`config.mk`:
```
export PLATFORM = sky130hd
export DESIGN_NAME = box_tile_grid_collision_core
export DESIGN_NICKNAME = d
export VERILOG_FILES = /design/src/sv/btgc_pkg.sv /design/src/sv/btgc_ram.sv /design/src/sv/btgc_col_mask.sv /design/src/sv/box_tile_grid_collision_core.sv
export SDC_FILE = /design/constraint.sdc
export NUM_CORES = 2
export LEC_CHECK = 0
export ABC_AREA = 1
export BUFFER_PORTS_ARGS = -buffer_cell sky130_fd_sc_hd__buf_2
export CAP_MARGIN = 40
export CORE_ASPECT_RATIO = 2
export CORE_MARGIN = 2
export CORE_UTILIZATION = 50
export CTS_CLUSTER_SIZE = 28
export DETAILED_ROUTE_END_ITERATION = 10
export PLACE_DENSITY_LB_ADDON = 0.15
export SLEW_MARGIN = 5
export SYNTH_ARGS = -nofsm -noshare
export SYNTH_HDL_FRONTEND = slang
export SYNTH_SLANG_ARGS = --single-unit
```
`constraint.sdc`:
```
create_clock -name clk -period 12.1 [get_ports clk]
set_input_delay 2.42 -clock clk [delete_from_list [all_inputs] [get_ports clk]]
set_output_delay 2.42 -clock clk [all_outputs]
set_load 0.01 [all_outputs]
```
`src/sv/btgc_pkg.sv`:
```
`timescale 1ns / 1ps

package btgc_pkg;

	// Wide enough for any box edge and any tile edge of a 64 x 64 grid of 64-pixel tiles.
	localparam int COORD_W = 14;

	typedef logic signed [COORD_W-1:0] coord_t;

	localparam logic OP_LOAD  = 1'b0;
	localparam logic OP_QUERY = 1'b1;

	localparam logic signed [3:0] CODE_SOLID_A = 4'sd1;
	localparam logic signed [3:0] CODE_SOLID_B = 4'sd2;

	// Box edges a and b against tile span s..e on one axis.
	function automatic logic axis_hit(coord_t a, coord_t b, coord_t s, coord_t e);
		return ((a > s) && (a < e)) || ((b > s) && (b < e)) ||
			((a < s) && (b > e)) || (a == s) || (b == e);
	endfunction

	function automatic coord_t sext12(logic signed [11:0] v);
		return coord_t'(v);
	endfunction

endpackage

```
`src/sv/btgc_ram.sv`:
```
`timescale 1ns / 1ps

module btgc_ram #(
	parameter int WIDTH = 32,
	parameter int DEPTH = 32
) (
	input  logic                                   clk,
	input  logic                                   we,
	input  logic [((DEPTH > 1) ? $clog2(DEPTH) : 1)-1:0] waddr,
	input  logic [WIDTH-1:0]                       wdata,
	input  logic [((DEPTH > 1) ? $clog2(DEPTH) : 1)-1:0] raddr,
	output logic [WIDTH-1:0]                       rdata
);

	logic [WIDTH-1:0] mem [DEPTH];

	always_ff @(posedge clk) begin
		if (we) begin
			mem[waddr] <= wdata;
		end
		rdata <= mem[raddr];
	end

endmodule

```
`src/sv/btgc_col_mask.sv`:
```
`timescale 1ns / 1ps

// Registers, for one query, which columns overlap the box on the x axis.
module btgc_col_mask #(
	parameter int GRID_COLS   = 32,
	parameter int TILE_PIXELS = 32
) (
	input  logic                 clk,
	input  logic                 capture,
	input  logic signed [11:0]   box_x_start,
	input  logic signed [11:0]   box_x_end,
	output logic [GRID_COLS-1:0] mask_q
);

	btgc_pkg::coord_t xs;
	btgc_pkg::coord_t xe;
	logic [GRID_COLS-1:0] mask_d;

	assign xs = btgc_pkg::sext12(box_x_start);
	assign xe = btgc_pkg::sext12(box_x_end);

	for (genvar c = 0; c < GRID_COLS; c++) begin : g_col
		localparam btgc_pkg::coord_t SPAN_S = btgc_pkg::coord_t'(c * TILE_PIXELS);
		localparam btgc_pkg::coord_t SPAN_E = btgc_pkg::coord_t'((c + 1) * TILE_PIXELS);
		assign mask_d[c] = btgc_pkg::axis_hit(xs, xe, SPAN_S, SPAN_E);
	end

	always_ff @(posedge clk) begin
		if (capture) begin
			mask_q <= mask_d;
		end
	end

endmodule

```
`src/sv/box_tile_grid_collision_core.sv`:
```
`timescale 1ns / 1ps

// Solid-tile grid with box collision queries. One item is worked on at a time.
// A load item reads the row word from the row memory and writes it back with
// the one tile bit changed; loads outside the grid change nothing. A query
// item runs a scan that reads one row word per cycle from the row memory and
// tests every column of that row at once against the box; the x test is done
// once per query into a column mask. A query's hit result sits in an output
// register, so the next item is taken while it waits; a query that finishes
// while the previous result is still not taken holds until the register frees.
// After reset the grid reads as all clear at once: a per-row valid bit stands
// for each row not yet written, so no clearing pass is needed.
module box_tile_grid_collision_core #(
	parameter int GRID_ROWS   = 32,
	parameter int GRID_COLS   = 32,
	parameter int TILE_PIXELS = 32
) (
	input  logic              clk,
	input  logic              arst_n,
	input  logic              item_valid,
	output logic              item_ready,
	input  logic              op,
	input  logic [4:0]        tile_row,
	input  logic [4:0]        tile_col,
	input  logic signed [3:0] tile_code,
	input  logic signed [11:0] box_x_start,
	input  logic signed [11:0] box_x_end,
	input  logic signed [11:0] box_y_start,
	input  logic signed [11:0] box_y_end,
	output logic              result_valid,
	input  logic              result_ready,
	output logic              hit
);

	localparam int RAW = (GRID_ROWS > 1) ? $clog2(GRID_ROWS) : 1;
	localparam int CW  = btgc_pkg::COORD_W;

	localparam logic [2:0] ST_IDLE  = 3'd0;
	localparam logic [2:0] ST_LOAD  = 3'd1;
	localparam logic [2:0] ST_SCAN  = 3'd2;
	localparam logic [2:0] ST_FLUSH = 3'd3;
	localparam logic [2:0] ST_PUT   = 3'd4;

	logic [2:0]           state_q;
	logic                 accept;
	logic                 slot_free;

	logic [RAW-1:0]       row_q;
	logic [GRID_COLS-1:0] col_hot_q;
	logic                 solid_q;
	logic                 in_range_q;
	logic [GRID_COLS-1:0] col_hot_d;

	logic [GRID_ROWS-1:0] row_vld_q;
	logic                 we;
	logic [RAW-1:0]       raddr;
	logic [GRID_COLS-1:0] rdata;
	logic [GRID_COLS-1:0] old_word;
	logic [GRID_COLS-1:0] wdata;

	logic [RAW-1:0]       scan_q;
	logic [RAW-1:0]       row_s1;
	logic                 vld_s1;
	btgc_pkg::coord_t     ys_q;
	btgc_pkg::coord_t     ye_q;
	btgc_pkg::coord_t     span_s;
	btgc_pkg::coord_t     span_e;
	logic [GRID_COLS-1:0] xmask;
	logic [GRID_COLS-1:0] scan_word;
	logic                 row_hit;
	logic                 acc_q;

	logic                 result_valid_q;
	logic                 hit_q;

	assign item_ready   = (state_q == ST_IDLE);
	assign accept       = item_valid && item_ready;
	assign result_valid = result_valid_q;
	assign hit          = hit_q;
	assign slot_free    = !result_valid_q || result_ready;

	always_comb begin
		for (int c = 0; c < GRID_COLS; c++) begin
			col_hot_d[c] = (7'(tile_col) == 7'(c));
		end
	end

	// During idle the memory is read at the loaded row, otherwise at the scan row.
	assign raddr    = (state_q == ST_IDLE) ? RAW'(tile_row) : scan_q;
	assign old_word = row_vld_q[row_q] ? rdata : '0;
	assign wdata    = (old_word & ~col_hot_q) | (solid_q ? col_hot_q : '0);
	assign we       = (state_q == ST_LOAD) && in_range_q;

	btgc_ram #(
		.WIDTH(GRID_COLS),
		.DEPTH(GRID_ROWS)
	) u_rows (
		.clk  (clk),
		.we   (we),
		.waddr(row_q),
		.wdata(wdata),
		.raddr(raddr),
		.rdata(rdata)
	);

	btgc_col_mask #(
		.GRID_COLS  (GRID_COLS),
		.TILE_PIXELS(TILE_PIXELS)
	) u_col_mask (
		.clk        (clk),
		.capture    (accept),
		.box_x_start(box_x_start),
		.box_x_end  (box_x_end),
		.mask_q     (xmask)
	);

	assign span_s    = btgc_pkg::coord_t'(CW'(row_s1) * CW'(TILE_PIXELS));
	assign span_e    = span_s + btgc_pkg::coord_t'(TILE_PIXELS);
	assign scan_word = row_vld_q[row_s1] ? rdata : '0;
	assign row_hit   = vld_s1 && (|(scan_word & xmask)) &&
		btgc_pkg::axis_hit(ys_q, ye_q, span_s, span_e);

	always_ff @(posedge clk) begin
		if (accept) begin
			row_q      <= RAW'(tile_row);
			col_hot_q  <= col_hot_d;
			solid_q    <= (tile_code == btgc_pkg::CODE_SOLID_A) ||
				(tile_code == btgc_pkg::CODE_SOLID_B);
			in_range_q <= (7'(tile_row) < 7'(GRID_ROWS)) && (7'(tile_col) < 7'(GRID_COLS));
			ys_q       <= btgc_pkg::sext12(box_y_start);
			ye_q       <= btgc_pkg::sext12(box_y_end);
		end
		row_s1 <= scan_q;
	end

	always_ff @(posedge clk or negedge arst_n) begin
		if (!arst_n) begin
			state_q        <= ST_IDLE;
			row_vld_q      <= '0;
			scan_q         <= '0;
			vld_s1         <= 1'b0;
			acc_q          <= 1'b0;
			result_valid_q <= 1'b0;
			hit_q          <= 1'b0;
		end else begin
			vld_s1 <= (state_q == ST_SCAN);
			if ((state_q == ST_PUT) && slot_free) begin
				result_valid_q <= 1'b1;
			end else if (result_valid_q && result_ready) begin
				result_valid_q <= 1'b0;
			end
			if (we) begin
				row_vld_q[row_q] <= 1'b1;
			end
			if (row_hit) begin
				acc_q <= 1'b1;
			end
			unique case (state_q)
				ST_IDLE: begin
					if (accept) begin
						scan_q <= '0;
						acc_q  <= 1'b0;
						state_q <= (op == btgc_pkg::OP_QUERY) ? ST_SCAN : ST_LOAD;
					end
				end
				ST_LOAD: begin
					state_q <= ST_IDLE;
				end
				ST_SCAN: begin
					scan_q <= scan_q + 1'b1;
					if (scan_q == RAW'(GRID_ROWS - 1)) begin
						state_q <= ST_FLUSH;
					end
				end
				ST_FLUSH: begin
					state_q <= ST_PUT;
				end
				ST_PUT: begin
					if (slot_free) begin
						hit_q   <= acc_q;
						state_q <= ST_IDLE;
					end
				end
				default: begin
					state_q <= ST_IDLE;
				end
			endcase
		end
	end

endmodule

```
==> results.json <==
{
  "grt_usage_pct": 29.6,
  "crit_path_max_fanout": 114,
  "swShare_pct": 38.2,
  "cp.required_ns": 12.73,
  "finalSetupTns_ns": 0,
  "nets": 4048,
  "rows": 162,
  "dieHeight_um": 447,
  "cts_buffer_depth": 3,
  "grt_overflow": 0,
  "post-route-min-period_ns": 5.54,
  "setup_viol_count_final": 0,
  "final_cells": 5276,
  "initial_core_util_pct": 50.5,
  "grt_max_degree": 226,
  "globalplace.congestion": 0.969,
  "yosysSeqAreaShare_pct": 72.1,
  "rsz0062_at_grt": "false",
  "synthCells": 3929,
  "ir_drop_mv": 0.252,
  "end_kind": "flip-flop",
  "cts_tree": "yes",
  "p_sw_mw": 5.08,
  "holdCritPathClass": "reg2reg",
  "synth.avg_cell_area_sq_um": 12.5,
  "startpoint_type": "primary input",
  "drtAntennaViolNets": 0,
  "cts_made_buffers": 100,
  "pwr-share-comb_pct": 35.0,
  "cts.sinks": 1199,
  "p_clk_share_pct": 25.1,
  "postCtsSetupBuffers": 0,
  "p_per_area_nw_per_um2": 243,
  "drive_gt1_share_pct": 10.1,
  "worstSetupPathType": "in2reg",
  "cts.reportedPaths.clkPinSlew_ns": 0.07,
  "post-place-ws_ns": 5.86,
  "seqPwrFrac_pct": 39.9,
  "root_buffer": "clkbuf_16",
  "clock.fmax_mhz": 180,
  "synth_area_leader_cell": "edfxtp_1",
  "fin_worst_skew_ns": 0.0302,
  "worst_pin_slew_ns": 1.03,
  "yosysUniqueCellTypes": 52,
  "hold_violations": 0,
  "slew_violations": 0,
  "synth_common_cells": "edfxtp_1, nor2_1, o21ai_0, nand2_1, o221ai_1",
  "synth_area_sq_um": 49100,
  "post-route-period-util_pct": 45.8,
  "drc_errors": 0,
  "drv_cap": 0,
  "synthArstFlopShare_pct": 3.67,
  "chipWidth_um": 226,
  "final.setup.worst_slack_ns": 6.56,
  "htreeDepth": 3,
  "synthTopCellsByArea": "edfxtp_1, o21ai_0, nor2_1",
  "synth_top_area_share_pct": 68.4,
  "portBuffers": 69,
  "yosysMostFrequentCell": "edfxtp_1",
  "clk_latency_ns": 0.71,
  "antenna_found_initial": 5,
  "synth-seq-cells": 1199,
  "vias_per_cell": 6.33,
  "via_count": 33400,
  "wl_per_cell_um": 28.1,
  "place_hpwl_um": 82100,
  "nFillCells": 7973,
  "num_io_pins": 70,
  "p_int_mw": 8.23,
  "grt_pass1_wl_um": 216000,
  "dieArea_sq_um": 101000,
  "syn_nets": 4017,
  "arrival_ns": 6.18,
  "p_leak_nw": 18.3,
  "wl_um": 148000,
  "area_growth_pct": 11.4,
  "cts_resized": 0,
  "synth_edf_count": 1118,
  "slew_headroom_pct": 31.3,
  "drtIter0Drc": 3148,
  "grt_pass1_vias": 33200,
  "yosys_warnings": 0,
  "core_sq_um": 97300,
  "synth_top_flop_cell": "edfxtp_1",
  "status": "finished clean",
  "dp_cells": 5088,
  "cts_hold_buf": 0,
  "first_pass_iters": 8
}
-- registers in the layout (all words and copies together), names as in the netlist, 3 cells and up --
signal             flops
col_hot_q             32
row_q                  5
row_s1                 5
row_vld_q             32
scan_q                 5
state_q                3
u_col_mask.mask_q     32
u_rows.mem          1024
u_rows.rdata          32
ye_q                  12
ys_q                  12
-- final cells by class --
class	count	area [sq um]	area share [%]
sequential	1199	35400	64.8
multi-input combinational	2340	12300	22.5
clock buffer	145	2820	5.15
tap	1230	1540	2.81
timing repair buffer	171	1500	2.74
inverter	148	586	1.07
clock inverter	42	518	0.947
antenna	1	2.50	0.00458
-- critical path, stage by stage --
cell,delay [ns]
buf_2,0.11
inv_1,0.09
o21ai_4,0.06
buf_4,0.40
inv_8,0.67
buf_4,0.72
buf_4,0.73
o21ai_0,0.22
o221ai_1,0.20
nand3_1,0.13
nand2_1,0.10
nand2_1,0.08
nand2_1,0.09
-- worst paths after layout --
kind | from | endpoint | slack [ns] | cells past startpoint
max | tile_row[1] | u_rows.rdata[7]$_DFF_P_ | 6.56 | 13
max in group asynchronous | arst_n | row_vld_q[0]$_DFFE_PN0P_ | 9.99 | 2
min | scan_q[3]$_DFFE_PN0P_ | row_s1[3]$_DFF_P_ | 0.47 | 0
max reg2reg | state_q[0]$_DFFE_PN0P_ | u_rows.rdata[7]$_DFF_P_ | 7.36 | 14
min in group asynchronous | arst_n | scan_q[2]$_DFFE_PN0P_ | 1.61 | 1
min reg2reg | scan_q[3]$_DFFE_PN0P_ | row_s1[3]$_DFF_P_ | 0.47 | 0
-- stage by stage --
| stage | hold slack [ns] | power, mW | instance area [sq um] | util [%] |
|---|---|---|---|---|
| final | 0.474 | 13.3 | 54700 | 56.2 |
| after global routing | 0.492 | 14.0 | 54700 | 56.2 |
| after CTS | 0.478 | 13.3 | 54700 | 56.2 |
| after detailed placement | 0.463 | 10.0 | 51300 | 52.8 |
| after global placement | 0.449 | 9.83 | 50700 | 52.1 |
| after floorplan | 0.389 | 8.47 | 49100 | - |
-- power by group through the flow --
stage | sequential, mW | combinational, mW | clock, mW
after CTS | 5.30 | 4.66 | 3.37
after detailed placement | 5.39 | 4.64 | 0
final | 5.31 | 4.65 | 3.33
after global routing | 5.32 | 5.14 | 3.52
after floorplan | 5.28 | 3.20 | 0
after global placement | 5.40 | 4.43 | 0
-- kinds of logic (layout without fill, tap and decap cells) --
family,count (synthesis),count (layout),share of synthesized area (%)
simple gates,1304,1304,10.8
flops,1199,1199,72.1
compound gates,1013,1013,12.9
buf+inv,390,506,3.61
fa+ha+maj,21,21,0.535
xor+xnor,2,2,0.0357
other cells,0,1,0
-- placed cells by master (no fill, tap or decap), types with 21 or more instances in the layout --
cell type	synthesis	final
nand3_1	181	181
buf_2	156	69
clkbuf_1	57	34
nor2_4	0	33
inv_1	143	141
o21ai_2	0	30
nand2_1	368	368
a21oi_1	53	53
o221ai_1	266	266
o21ai_0	580	577
ha_1	21	21
dfxtp_1	37	37
buf_8	0	24
buf_4	13	63
nor3_1	35	35
nor2_1	672	639
edfxtp_1	1118	1118
dfrtp_1	44	44
clkbuf_16	0	103
-- routing by layer --
layer / GRT usage, % / routed length (um) / vias to the layer above
li1: - / - / 14700
met5: 0 / 48 / -
met3: 4.16 / 10200 / 411
met1: 33.7 / 51500 / 16800
met4: 16.5 / 8760 / 8
met2: 53.4 / 77900 / 1505
No activity file was read; power rests on OpenSTA's default activity.
